==> src/rtl/core/cfvg_pkg.sv <==
package cfvg_pkg;

  localparam logic [31:0] FIVE_Q16 = 32'd327680;
  localparam logic [20:0] RECIP_11 = 21'd1525201;  // floor(2^24 / 11)
  localparam logic [7:0]  SEG_BASE = 8'd18;

  typedef struct packed {
    logic signed [31:0] center_x;
    logic signed [31:0] center_y;
    logic signed [31:0] radius;
    logic [7:0]         vertex_number;
  } item_t;

  typedef struct packed {
    item_t      it;
    logic [7:0] count;
  } cnt_item_t;

  typedef struct packed {
    item_t      it;
    logic [7:0] count;
    logic       in_range;
    logic       has_triangle;
    logic [7:0] tri_third;
  } ctl_t;

  // Shift-subtract quotient, used only to build constant tables.
  function automatic longint unsigned udiv64(longint unsigned a, longint unsigned b);
    longint unsigned q;
    longint unsigned r;
    q = '0;
    r = '0;
    for (int i = 63; i >= 0; i--) begin
      r = {r[62:0], a[i]};
      if (r >= b) begin
        r = r - b;
        q[i] = 1'b1;
      end
    end
    return q;
  endfunction

endpackage

==> src/rtl/core/cfvg_count.sv <==
module cfvg_count #(
  parameter int MAX_SEGMENTS = 255
) (
  input  logic              clk,
  input  logic              rst,
  input  logic              en,
  input  logic              in_valid,
  input  cfvg_pkg::item_t   in_item,
  output logic              out_valid,
  output cfvg_pkg::cnt_item_t out_item
);
  import cfvg_pkg::*;

  logic [31:0] mag;
  logic [32:0] diff;
  logic [34:0] diff5;
  logic [4:0]  small_base;

  logic        v1, v2, v3;
  item_t       it1, it2;
  logic        small1, small2;
  logic [7:0]  scnt1, scnt2;
  logic [18:0] u1, u2;
  logic [15:0] qa2;

  logic [39:0] qprod;
  logic [19:0] q11;
  logic [18:0] rem;
  logic [15:0] q;
  logic [16:0] big;
  logic [7:0]  count;

  assign mag        = in_item.radius[31] ? (~in_item.radius + 32'd1) : in_item.radius;
  assign diff       = {1'b0, mag} - {1'b0, FIVE_Q16};
  assign diff5      = {diff, 2'b00} + {2'b00, diff};
  assign small_base = {2'b00, mag[18:16]} + 5'd3;
  assign qprod      = {21'd0, u1} * {19'd0, RECIP_11};

  assign q11   = {1'b0, qa2, 3'b000} + {3'b000, qa2, 1'b0} + {4'd0, qa2};
  assign rem   = u2 - q11[18:0];
  assign q     = qa2 + ((rem >= 19'd11) ? 16'd1 : 16'd0);
  assign big   = {1'b0, q} + {9'd0, SEG_BASE};
  assign count = small2 ? scnt2 :
                 (big > 17'(MAX_SEGMENTS)) ? 8'(MAX_SEGMENTS) : big[7:0];

  always_ff @(posedge clk) begin
    if (rst) begin
      v1 <= 1'b0;
      v2 <= 1'b0;
      v3 <= 1'b0;
    end else if (en) begin
      v1 <= in_valid;
      v2 <= v1;
      v3 <= v2;
    end
  end

  always_ff @(posedge clk) begin
    if (en) begin
      it1    <= in_item;
      small1 <= (mag <= FIVE_Q16);
      scnt1  <= {2'b00, small_base, 1'b0};
      u1     <= diff5[34:16];
      it2    <= it1;
      small2 <= small1;
      scnt2  <= scnt1;
      u2     <= u1;
      qa2    <= qprod[39:24];
      out_item.it    <= it2;
      out_item.count <= count;
    end
  end

  assign out_valid = v3;

endmodule

==> config.mk <==
export PLATFORM = sky130hd
export DESIGN_NAME = cfvg_count
export DESIGN_NICKNAME = d
export VERILOG_FILES = /design/src/rtl/core/cfvg_pkg.sv /design/src/rtl/core/cfvg_count.sv
export SDC_FILE = /design/constraint.sdc
export NUM_CORES = 1
export LEC_CHECK = 0
export BUFFER_PORTS_ARGS = -buffer_cell sky130_fd_sc_hd__buf_2
export CORE_MARGIN = 2
export CORE_UTILIZATION = 45
export DETAILED_ROUTE_END_ITERATION = 6
export SLEW_MARGIN = 20
export SYNTH_ARGS = -nofsm -noshare
export SYNTH_HDL_FRONTEND = slang
export SYNTH_SLANG_ARGS = --single-unit
==> constraint.sdc <==
create_clock -name clk -period 7.5 [get_ports clk]
set_input_delay 1.5 -clock clk [delete_from_list [all_inputs] [get_ports clk]]
set_output_delay 1.5 -clock clk [all_outputs]
set_load 0.02 [all_outputs]
## Word-level counts from Yosys, hierarchy flattened

Index checks and enable logic that the tools add are counted.

| storage, ports and cells | value |
|---|---|
| input port bits | 108 |
| register bits | 389 |
| word-level logic and storage cells | 42 |
| output and inout bits | 113 |

| operators by class | value |
|---|---|
| multiplexer cells | 4 |
| add/subtract/negate cells | 9 |
| order comparisons | 3 |
| $mul | 1 |
| bitwise operators | 1 |

Operators by type and width:

| kind | number |
|---|---|
| 19-bit by 21-bit multiplier with 40-bit output (second input constant) | 1 |
| 35-bit by 33-bit adder with 35-bit output | 1 |
| 32-bit by 19-bit subtractor with 33-bit output (second input constant) | 1 |
| 32-bit by 1-bit adder with 32-bit output (second input constant) | 1 |
| 32-bit by 19-bit <= comparator with 1-bit output (second input constant) | 1 |
| 32-bit 2-to-1 mux | 1 |
| 32-bit inverter | 1 |
| 19-bit by 16-bit adder with 19-bit output | 1 |
| 19-bit by 17-bit adder with 19-bit output | 1 |
| 19-bit by 4-bit greater-or-equal comparator with 1-bit output (second input constant) | 1 |
| 19-bit subtractor | 1 |
| 16-bit by 5-bit adder with 17-bit output (second input constant) | 1 |
| 17-bit by 8-bit greater-than comparator with 1-bit output (second input constant) | 1 |
| 16-bit by 1-bit adder with 16-bit output | 1 |
| 8-bit 2-to-1 mux | 1 |
| 6-bit 2-to-1 mux | 1 |
| 3-bit by 2-bit adder with 4-bit output (second input constant) | 1 |
| 1-bit 2-to-1 mux | 1 |

## Logic depth before layout (Yosys ltp)

Gate-level depths: netlist of the first run.

| logic depth | value |
|---|---|
| depth in word-level cells | 10 |
| gate-level depth with buffers | 29 |
| gate-level depth less buffers | 29 |

## Worst setup path after synthesis of the first run

OpenSTA, ideal clock, no wires.

| timing | value |
|---|---|
| path kind | reg2reg |
| from | register qa2[1] |
| to | register out_item[1] in the netlist's numbering (data pin) |
| arrival time | 6.431 ns |
| setup time | 0.273 ns |
| required time | 7.227 ns |
| path slack | 0.796 ns |
| path buffers | 1 |
| stages on the path, launching flop included | 29 |
| period minus slack after synthesis | 6.704 ns |
| path through | edfxtp_1 -> inv_1 -> fa_1 -> inv_1 -> fa_1 -> inv_1 -> ha_1 -> or2_2 -> o31ai_1 -> a21oi_1 -> a211o_1 -> nor4_1 -> o21ai_0 -> a21oi_1 -> mux2i_1 -> a311oi_1 -> nand4_1 -> ha_1 -> ha_1 -> and4_1 -> clkbuf_1 -> o31a_1 -> or2_0 -> or4b_1 -> xor2_1 -> a22oi_1 -> or4_1 -> a211oi_2 -> a31oi_1 |

| between the ends | value |
|---|---|
| word-level cells in the longest chain between the ends | 10 |

RTL lines:

| what | RTL line | text |
|---|---|---|
| start: declaration | cfvg_count.sv:24 | `logic [15:0] qa2;` |
| start signal: assignment | cfvg_count.sv:68 | `qa2 <= qprod[39:24];` |
| 19-bit by 17-bit adder with 19-bit output | cfvg_count.sv:39 | `assign q11 = {1'b0, qa2, 3'b000} + {3'b000, qa2, 1'b0} + {4'd0, qa2};` |
| 19-bit by 16-bit adder with 19-bit output | cfvg_count.sv:39 |  |
| 19-bit subtractor | cfvg_count.sv:40 | `assign rem = u2 - q11[18:0];` |
| 19-bit by 4-bit greater-or-equal comparator with 1-bit output | cfvg_count.sv:41 | `assign q = qa2 + ((rem >= 19'd11) ? 16'd1 : 16'd0);` |
| 1-bit 2-to-1 mux | cfvg_count.sv:41 |  |
| 16-bit by 1-bit adder with 16-bit output * | cfvg_count.sv:41 |  |
| 16-bit by 5-bit adder with 17-bit output * | cfvg_count.sv:42 | `assign big = {1'b0, q} + {9'd0, SEG_BASE};` |
| 17-bit by 8-bit greater-than comparator with 1-bit output | cfvg_count.sv:44 | `(big > 17'(MAX_SEGMENTS)) ? 8'(MAX_SEGMENTS) : big[7:0];` |
| 8-bit 2-to-1 mux * | cfvg_count.sv:44 |  |
| 6-bit 2-to-1 mux * | cfvg_count.sv:43 | `assign count = small2 ? scnt2 :` |
| via count[1] | cfvg_count.sv:31 | `logic [7:0] count;` |
| end: declaration | cfvg_count.sv:10 | `output cfvg_pkg::cnt_item_t out_item` |

The timed path passes the listed nets; every way through them passes the cells marked *.
A chain may end at the register's enable or synchronous reset.

## Worst setup path in the final report of the first run

| timing | value |
|---|---|
| from | register qa2[1] |
| to | register out_item[4] in the netlist's numbering (data pin) |

The elaborated chain is that of the path after synthesis.

==> results of run 1 <==
-- flip-flops by register name (all words and copies together), names as in the netlist, 4 cells and up --
signal and count:
it2 104, u1 19, u2 19, scnt1 4, it1 104, qa2 16
out_item 112, scnt2 4
-- layout make-up --
cell class | count | area, um^2 | share of cell area, %
sequential | 387 | 11600 | 46.1
clock inverter | 24 | 209 | 0.830
tap | 615 | 769 | 3.06
timing repair buffer | 233 | 1230 | 4.90
inverter | 238 | 893 | 3.55
multi-input combinational | 954 | 9390 | 37.3
clock buffer | 49 | 1080 | 4.28
-- cell families (layout without fill, tap and decap cells) --
logic type	count (synthesis)	in the layout
XOR/XNOR	99	99
AO/OA/AOI/OAI	212	212
AND/OR/NAND/NOR	282	282
flip-flops	387	387
adder cells (fa/ha/maj)	354	354
multiplexers	7	7
buffers and inverters	253	544
-- worst min-delay path by stage --
| stage | start | endpoint | slack (ns) | cells after the start |
|---|---|---|---|---|
| after floorplan | it1[0] | it2[0] | 0.40 | 0 |
| after global placement | it1[67] | it2[67] | 0.40 | 0 |
| after detailed placement | it1[101] | it2[101] | 0.40 | 0 |
| after CTS | it1[70] | it2[70] | 0.41 | 0 |
| after global routing | it1[26] | it2[26] | 0.42 | 0 |
| final | it1[70] | it2[70] | 0.41 | 0 |
-- timing repair --
action                                 4_1_cts  5_1_grt
setup endpoints to repair                    0        8
setup buffers                                0        6
resized for setup                            0       12
endpoints found under the hold margin        0        0
-- per-layer routing --
layer	vias to the layer above	track usage, %
li1	6206	-
met4	4	4.38
met3	65	3.06
met5	-	0
met2	237	31.6
met1	6305	23.0
-- through the flow --
step	utilization [%]	instances	hold slack, ns	cell area [um^2]	setup TNS [ns]
after global placement	49.7	2421	0.400	23800	0
after CTS	52.4	2494	0.415	25100	0
final	52.6	2500	0.410	25200	0
after floorplan	-	1594	0.400	21900	0
after detailed placement	49.7	2421	0.405	23800	0
after global routing	52.6	2500	0.420	25200	-0.000673
-- layout by cell type (no fill, tap or decap), types with 8 or more instances in the layout --
cell type / instances
o21ai_0: 44
and3_1: 10
or3_1: 11
a211oi_1: 8
inv_1: 236
nor2_1: 73
nand2_1: 50
nand4_1: 19
xnor2_1: 62
a31oi_1: 9
a21oi_1: 52
a21o_1: 17
nand3_1: 30
nor2b_1: 11
buf_4: 11
edfxtp_1: 384
nor4_1: 8
clkbuf_16: 42
o21a_1: 11
xor2_1: 35
fa_1: 143
ha_1: 210
buf_2: 219
nor3_1: 22
o31ai_1: 14
==> flow_summary.ini, run 1 <==
[outcome]
run_status = finished, final reports clean

[routing]
ant_nets = 0
first_pass_iters = 5
maxUsedRoutingLayer = met5
drt-initial-drc-count = 713
wl_met3_um = 1640
wl_um = 44800
vias = 12800
wl_met1_um = 19400
viasPerCell = 5.13
wl_per_cell_um = 17.9
drc = 0
routed-wl-met2_um = 22900

[timing]
finalHoldViolations = 0
setup_viol = 0
layout_min_cycle_time_ns = 7.11
worst_slew_pin_slew_ns = 0.982
slew_headroom_pct = 34.5
min_period_over_period_pct = 94.8
skew_ns = 0.0105
slew_viol_final = 0
setup_ws_ns = 0.394
max_freq_mhz = 141

[clock_network]
cts_hold_buf = 0
cts.path.max_buffers = 3
insertion_delay_ns = 0.55
cts-htree-levels = 2
cts_buffers = 41
cts_tree = yes
clkTransAtPathRegs_ns = 0.07
cts_root_buf = clkbuf_16
clock_sinks = 387

[synthesis]
yosys_warnings = 0
synth.distinct_cells = 80
synth_area_leaders = edfxtp_1 53%, fa_1 13%, ha_1 12%
muxShareOfSynthArea_pct = 0.326
synth_area_um2 = 21900
ys_ff_latch = 387
synth_compound_area_share_pct = 6.53
synthSimpleGateAreaFrac_pct = 6.72
synth_fa_ha_area_share_pct = 25.1
synth_edf_count = 384
yosysTopAreaCell = edfxtp_1
synthFlopType = edfxtp_1
synth_top_family_by_area = adder cells
synth_cells = 1594
synth_fp_nets = 2056
synthXorXnorAreaFrac_pct = 3.99
syn_avg_cell_area_um2 = 13.7
yosysMostFrequentCell = edfxtp_1
synth_top_area_share_pct = 52.6
synthTopCellsByCount = 384 x edfxtp_1, 238 x inv_1, 211 x ha_1
synth-seq-area-share_pct = 52.9
ys_async_sr_fraction_pct = 0

[setup_path]
cp-end-kind = register
crit_arrival_ns = 7.39
r2r-end = out_item[4]
r2r_setup_slack_ns = 0.39
cp.depth = 28
cp-startpoint = qa2[1]
cpLargestDelayFamily = simple AND/OR/NAND/NOR gates
rr_startpoint = qa2[1]
cp_slowest_cell = fa_1
rr_worst_depth = 28
critPathBufInv = 4
cp_slowest_stage_delay_ns = 0.53
path_max_fanout = 8
path_common_cell = inv_1
worstPathRequired_ns = 7.79
critPathKind = reg -> reg
start_kind = register
cp-endpoint = out_item[4]

[flow_run]
max_cap_viol_count = 0

[die]
coreArea_um2 = 47800
initial_core_util_pct = 45.8
ioPinCount = 221
die_area_um2 = 50500
placementRows = 80
die_h_um = 225
die_w_um = 225

[final_layout]
diodes = 0
drive_gt1_share_pct = 17.1
nets = 2317
fillCellCount = 4106
areaGrowthSynthToFinish_pct = 14.9

[global_routing]
grt-ovfl-total = 0
grt_usage_pct = 17.9
grt_pass1_wl_um = 69700
grt_pass1_vias = 13000
grt_start_max_net_pins = 134
antenna_found_initial = 2

[placed_design]
io_buffers = 220
post-place-ws_ns = 0.265
dp.final_hpwl_um = 35000
gp_congestion = 0.870

[min_path]
hold_path_class = reg -> reg
Power of run 1 is left out: the tool's default activity adds up to more than one toggle a clock period on the data nets, which glitch-free logic cannot reach.
==> run 2, diff against run 1 <==
--- a/config.mk
+++ b/config.mk
@@ -9,6 +9,8 @@
 export CORE_MARGIN = 2
 export CORE_UTILIZATION = 45
 export DETAILED_ROUTE_END_ITERATION = 6
+export HOLD_SLACK_MARGIN = 0.05
+export PLACE_DENSITY = 0.66
 export SLEW_MARGIN = 20
 export SYNTH_ARGS = -nofsm -noshare
 export SYNTH_HDL_FRONTEND = slang
==> constraint.sdc (replaced) <==
create_clock -name clk -period 6.4 [get_ports clk]
set_input_delay 1.28 -clock clk [delete_from_list [all_inputs] [get_ports clk]]
set_output_delay 1.28 -clock clk [all_outputs]
set_load 0.02 [all_outputs]
==> run 2 against run 1 <==
Effect of this change:
- the flow now finishes with violations (negative setup slack)
- cell area is 4.5% higher
- first-iteration DRC count shrank 11%
- global-route usage rose by 0.36 points
- clock skew rose by 0.0019 ns
- fmax grew 9.0%
- core utilization up 2.3 points
- largest cell class unchanged
- via count rose by 3.9%
- critical endpoint is now out_item[2]
- die area did not move
- count of clock-buffer cells in the layout is 6 lower
- critical path depth is 1 higher
- non-clock buffer count rose by 128
- flip-flop and latch count stayed put
==> flow_summary.ini, run 2 (same netlist as run 1, synthesis figures left out) <==
[outcome]
run_status = finished, violations left
failed_checks = negative setup slack

[setup_path]
start_kind = register
cp-end-kind = register
cp_slowest_stage_delay_ns = 0.57
critPathKind = reg -> reg
cp_slowest_cell = fa_1
rr_worst_depth = 29
rr_startpoint = qa2[6]
crit_arrival_ns = 6.80
path_common_cell = inv_2
worstPathRequired_ns = 6.68
r2r-end = out_item[2]
path_max_fanout = 8
r2r_setup_slack_ns = -0.12

[routing]
ant_nets = 0
first_pass_iters = 5
wl_um = 46200
vias = 13300
drt-initial-drc-count = 634
wl_per_cell_um = 17.6
drc = 0
viasPerCell = 5.07

[global_routing]
grt_usage_pct = 18.3
grt-ovfl-total = 0
antenna_found_initial = 0
grt_start_max_net_pins = 191
grt_pass1_wl_um = 71800
grt_pass1_vias = 13500

[timing]
min_period_over_period_pct = 102
slew_viol_final = 0
setup_ws_ns = -0.122
max_freq_mhz = 153
setup_viol = 8
worst_slew_pin_slew_ns = 0.970
finalHoldViolations = 0
rsz0062_at_grt = true
skew_ns = 0.0124
slew_headroom_pct = 35.3
layout_min_cycle_time_ns = 6.52

[flow_run]
max_cap_viol_count = 0

[die]
die_w_um = 225
coreArea_um2 = 47800
die_area_um2 = 50500
ioPinCount = 221
initial_core_util_pct = 45.8
placementRows = 80
die_h_um = 225

[final_layout]
nets = 2442
mostFrequentLayoutCells = 384 x edfxtp_1, 230 x inv_1, 219 x buf_2
regArea_um2 = 11600
areaGrowthSynthToFinish_pct = 20.0
largest_reg_flops = 112
regMostFlops = out_item
multi_input_area_um2 = 9540
top_regs = out_item x112, it1 x104, it2 x104
final_common_cell = edfxtp_1
fillCellCount = 3985
drive_gt1_share_pct = 23.7

[min_path]
hold_end = it2[32]
hold_path_class = reg -> reg
hp-start = it1[32]
whs_path_depth = 0

[placed_design]
gp_congestion = 0.880
io_buffers = 220
post-place-ws_ns = -0.376
dp.final_hpwl_um = 36800

[clock_network]
cts_root_buf = clkbuf_16
insertion_delay_ns = 0.53
cts_tree = yes
clkTransAtPathRegs_ns = 0.07
cts-htree-levels = 2
cts.path.max_buffers = 3
cts_buffers = 38
clock_sinks = 387
[run 2: changes by cell type in the layout (fill, tap and decap cells not counted), moves of 3 or more]
cell / delta
buf_4: +124
inv_1: -6
inv_2: +6
ha_1: -5
clkbuf_16: -4
ha_4: +4
a21oi_1: -3
a21oi_2: +3
buf_6: +3
clkinvlp_4: -3
[run 2: timing repair]
item,CTS,global route
endpoints found under the setup margin,8,10
pin swaps,18,18
hold buffers,0,0
setup buffers,9,10
resized for setup,15,17
[run 2: worst max path at each step]
stage / start / endpoint / slack [ns] / cells past startpoint
2_1_floorplan: qa2[1] / out_item[4] / -0.03 / 28
3_3_place_gp: qa2[3] / out_item[4] / -0.21 / 28
3_5_place_dp: qa2[3] / out_item[2] / -0.38 / 28
4_1_cts: qa2[3] / out_item[2] / -0.20 / 26
5_1_grt: qa2[6] / out_item[2] / -0.40 / 29
6_report: qa2[6] / out_item[2] / -0.12 / 29
[run 2: layout make-up]
type,instances,area share (%)
repair buffers,361,8.44
clock buffers,43,3.69
inverters,238,3.40
clock inverters,26,1.14
flip-flops and latches,387,44.1
multi-input cells,954,36.3
well taps,615,2.93
diodes,1,0.00952
[run 2: per-stage QoR]
step	area, um^2	utilization, %	TNS (ns)	hold slack [ns]	instances
floorplan	22000	-	-0.126	0.400	1594
global placement	24700	51.7	-1.61	0.400	2536
detailed placement	24700	51.7	-2.86	0.405	2536
CTS	26100	54.6	-1.43	0.407	2614
global route	26300	54.9	-3.00	0.406	2624
finish	26300	54.9	-0.840	0.404	2625
[run 2: critical path, delay by kind of cell (launching register included)]
kind | cells | cell delay [ns]
simple gates | 7 | 1.76
fa+ha+maj | 5 | 1.76
compound gates | 10 | 1.69
buf+inv | 5 | 0.43
flops | 1 | 0.36
xor+xnor | 1 | 0.15
mux | 1 | 0.12
[run 2: metal layers]
metal	share of wire (%)	track usage, %	wire, um
met5	0	0	0
met4	1.7	4.08	767
met3	4.2	2.82	1940
met2	51	31.3	23500
met1	43	24.7	20000
Power of run 2 is left out for the same reason.
==> run 3, diff against run 2 <==
--- a/config.mk
+++ b/config.mk
@@ -7,10 +7,10 @@
 export LEC_CHECK = 0
 export BUFFER_PORTS_ARGS = -buffer_cell sky130_fd_sc_hd__buf_2
 export CORE_MARGIN = 2
-export CORE_UTILIZATION = 45
+export CORE_UTILIZATION = 30
 export DETAILED_ROUTE_END_ITERATION = 6
+export GPL_TIMING_DRIVEN = 0
 export HOLD_SLACK_MARGIN = 0.05
-export PLACE_DENSITY = 0.66
 export SLEW_MARGIN = 20
 export SYNTH_ARGS = -nofsm -noshare
 export SYNTH_HDL_FRONTEND = slang
==> run 3 against run 2 <==
Effect of this change:
- the run still ends with negative setup slack left
- core utilization decreased by 19 points
- routed wire length increased by 6.4%
- fmax decreased by 2.5%
- clock skew increased by 0.014 ns
- worst hold slack got worse by 0.011 ns
- register-to-register slack got worse by 0.16 ns
- critical path type unchanged
- critical endpoint unchanged
==> flow_summary.ini, run 3 (same netlist as run 1, synthesis figures left out) <==
[clock_network]
cts_tree = yes
cts-htree-levels = 2
cts_buffers = 38
insertion_delay_ns = 0.54
clkTransAtPathRegs_ns = 0.06
cts_root_buf = clkbuf_16
cts.path.max_buffers = 3
clock_sinks = 387
cts_hold_buf = 0

[min_path]
hold_path_class = reg -> reg

[setup_path]
cp-end-kind = register
rr_startpoint = qa2[3]
r2r_setup_slack_ns = -0.29
start_kind = register
crit_arrival_ns = 6.95
path_max_fanout = 8
cp_slowest_stage_delay_ns = 0.55
critPathKind = reg -> reg
rr_worst_depth = 28
worstPathRequired_ns = 6.66
cp-endpoint = out_item[2]
cp-startpoint = qa2[3]
path_common_cell = ha_4
r2r-end = out_item[2]
cp_slowest_cell = or4_4

[final_layout]
fillCellCount = 7063
postLayoutCoreUtil_pct = 36.4
nets = 2373
largest_reg_flops = 112
multi_input_area_um2 = 9720
mostFrequentLayoutCells = 384 x edfxtp_1, 225 x inv_1, 222 x buf_2
final_common_cell = edfxtp_1
drive_gt1_share_pct = 22.0
areaGrowthSynthToFinish_pct = 20.5
design_area_um2 = 26400
regArea_um2 = 11600
regMostFlops = out_item
top_regs = out_item x112, it1 x104, it2 x104

[routing]
first_pass_iters = 5
ant_nets = 0
wl_um = 49200
drt-initial-drc-count = 786
viasPerCell = 4.56
drc = 0
wl_per_cell_um = 17.0
vias = 13200

[timing]
skew_ns = 0.0264
max_freq_mhz = 150
layout_min_cycle_time_ns = 6.69
slew_headroom_pct = 57.1
finalHoldViolations = 0
worst_slew_pin_slew_ns = 0.635
whs_ns = 0.393
setup_tns_ns = -2.18
min_period_over_period_pct = 104
setup_ws_ns = -0.287
rsz0062_at_grt = true
slew_viol_final = 0
setup_viol = 8

[outcome]
run_status = finished, violations left
failed_checks = negative setup slack

[die]
placementRows = 99
die_h_um = 274
initial_core_util_pct = 30.2
coreArea_um2 = 72600
ioPinCount = 221
die_w_um = 274
die_area_um2 = 75200

[placed_design]
io_buffers = 220
gp_congestion = 0.894
dp.final_hpwl_um = 38600
post_dp_cell_area_um2 = 24400

[global_routing]
grt_usage_pct = 12.9
grt_start_max_net_pins = 115
grt_pass1_vias = 13500
grt-ovfl-total = 0
antenna_found_initial = 1
grt_pass1_wl_um = 76100

[flow_run]
max_cap_viol_count = 0
[run 3: cell types whose count changed in the layout (fill, tap and decap cells not counted), moves of 4 or more]
cell	change
inv_1	-5
buf_4	-86
ha_4	+8
fa_2	+4
ha_1	-10
a21oi_1	-5
clkinv_2	-4
buf_16	+4
clkbuf_1	+10
a21oi_2	+4
fa_1	-4
buf_6	+4
[run 3: critical path: cells and delay by family, from the launching register on]
kind | cells | cell delay (ns)
AND/OR/NAND/NOR | 7 | 2.04
AO/OA/AOI/OAI | 10 | 1.75
adder cells (fa/ha/maj) | 5 | 1.64
flip-flops | 1 | 0.40
buffers and inverters | 4 | 0.35
XOR/XNOR | 1 | 0.15
multiplexers | 1 | 0.10
[run 3: repair_timing]
| action | CTS | global route |
|---|---|---|
| gates cloned | 0 | 0 |
| endpoints found under the setup margin | 19 | 17 |
| pin swaps | 31 | 17 |
| setup buffers | 47 | 9 |
| gates resized for setup | 45 | 29 |
[run 3: stage by stage]
step,cells,setup WS (ns)
2_1_floorplan,1594,-0.0274
3_3_place_gp,2773,-1.30
3_5_place_dp,2777,-0.973
4_1_cts,2890,-0.175
5_1_grt,2898,-0.585
6_report,2899,-0.287
[run 3: how the worst min path moves through the flow]
stage / startpoint / endpoint / slack, ns / cells after the start
after floorplan: it1[0] / it2[0] / 0.40 / 0
after global placement: it2[50] / out_item[58] / 0.40 / 0
after detailed placement: it1[26] / it2[26] / 0.40 / 0
after CTS: it1[28] / it2[28] / 0.40 / 0
after global routing: it1[56] / it2[56] / 0.42 / 0
final: it1[28] / it2[28] / 0.39 / 0
[run 3: layer usage]
| layer | routed length, um | global-route usage, % |
|---|---|---|
| met5 | 0 | 0 |
| met4 | 1100 | 2.87 |
| met3 | 2120 | 1.89 |
| met2 | 24700 | 22.0 |
| met1 | 21200 | 17.2 |
[run 3: cell type report]
cell class | count | share of cell area [%]
antenna | 1 | 0.00948
buffer | 12 | 0.232
clock buffer | 48 | 3.83
clock inverter | 20 | 0.858
inverter | 238 | 3.40
multi-input combinational | 954 | 36.8
sequential | 387 | 43.9
tap | 959 | 4.55
timing repair buffer | 280 | 6.35
Power of run 3 is left out for the same reason.
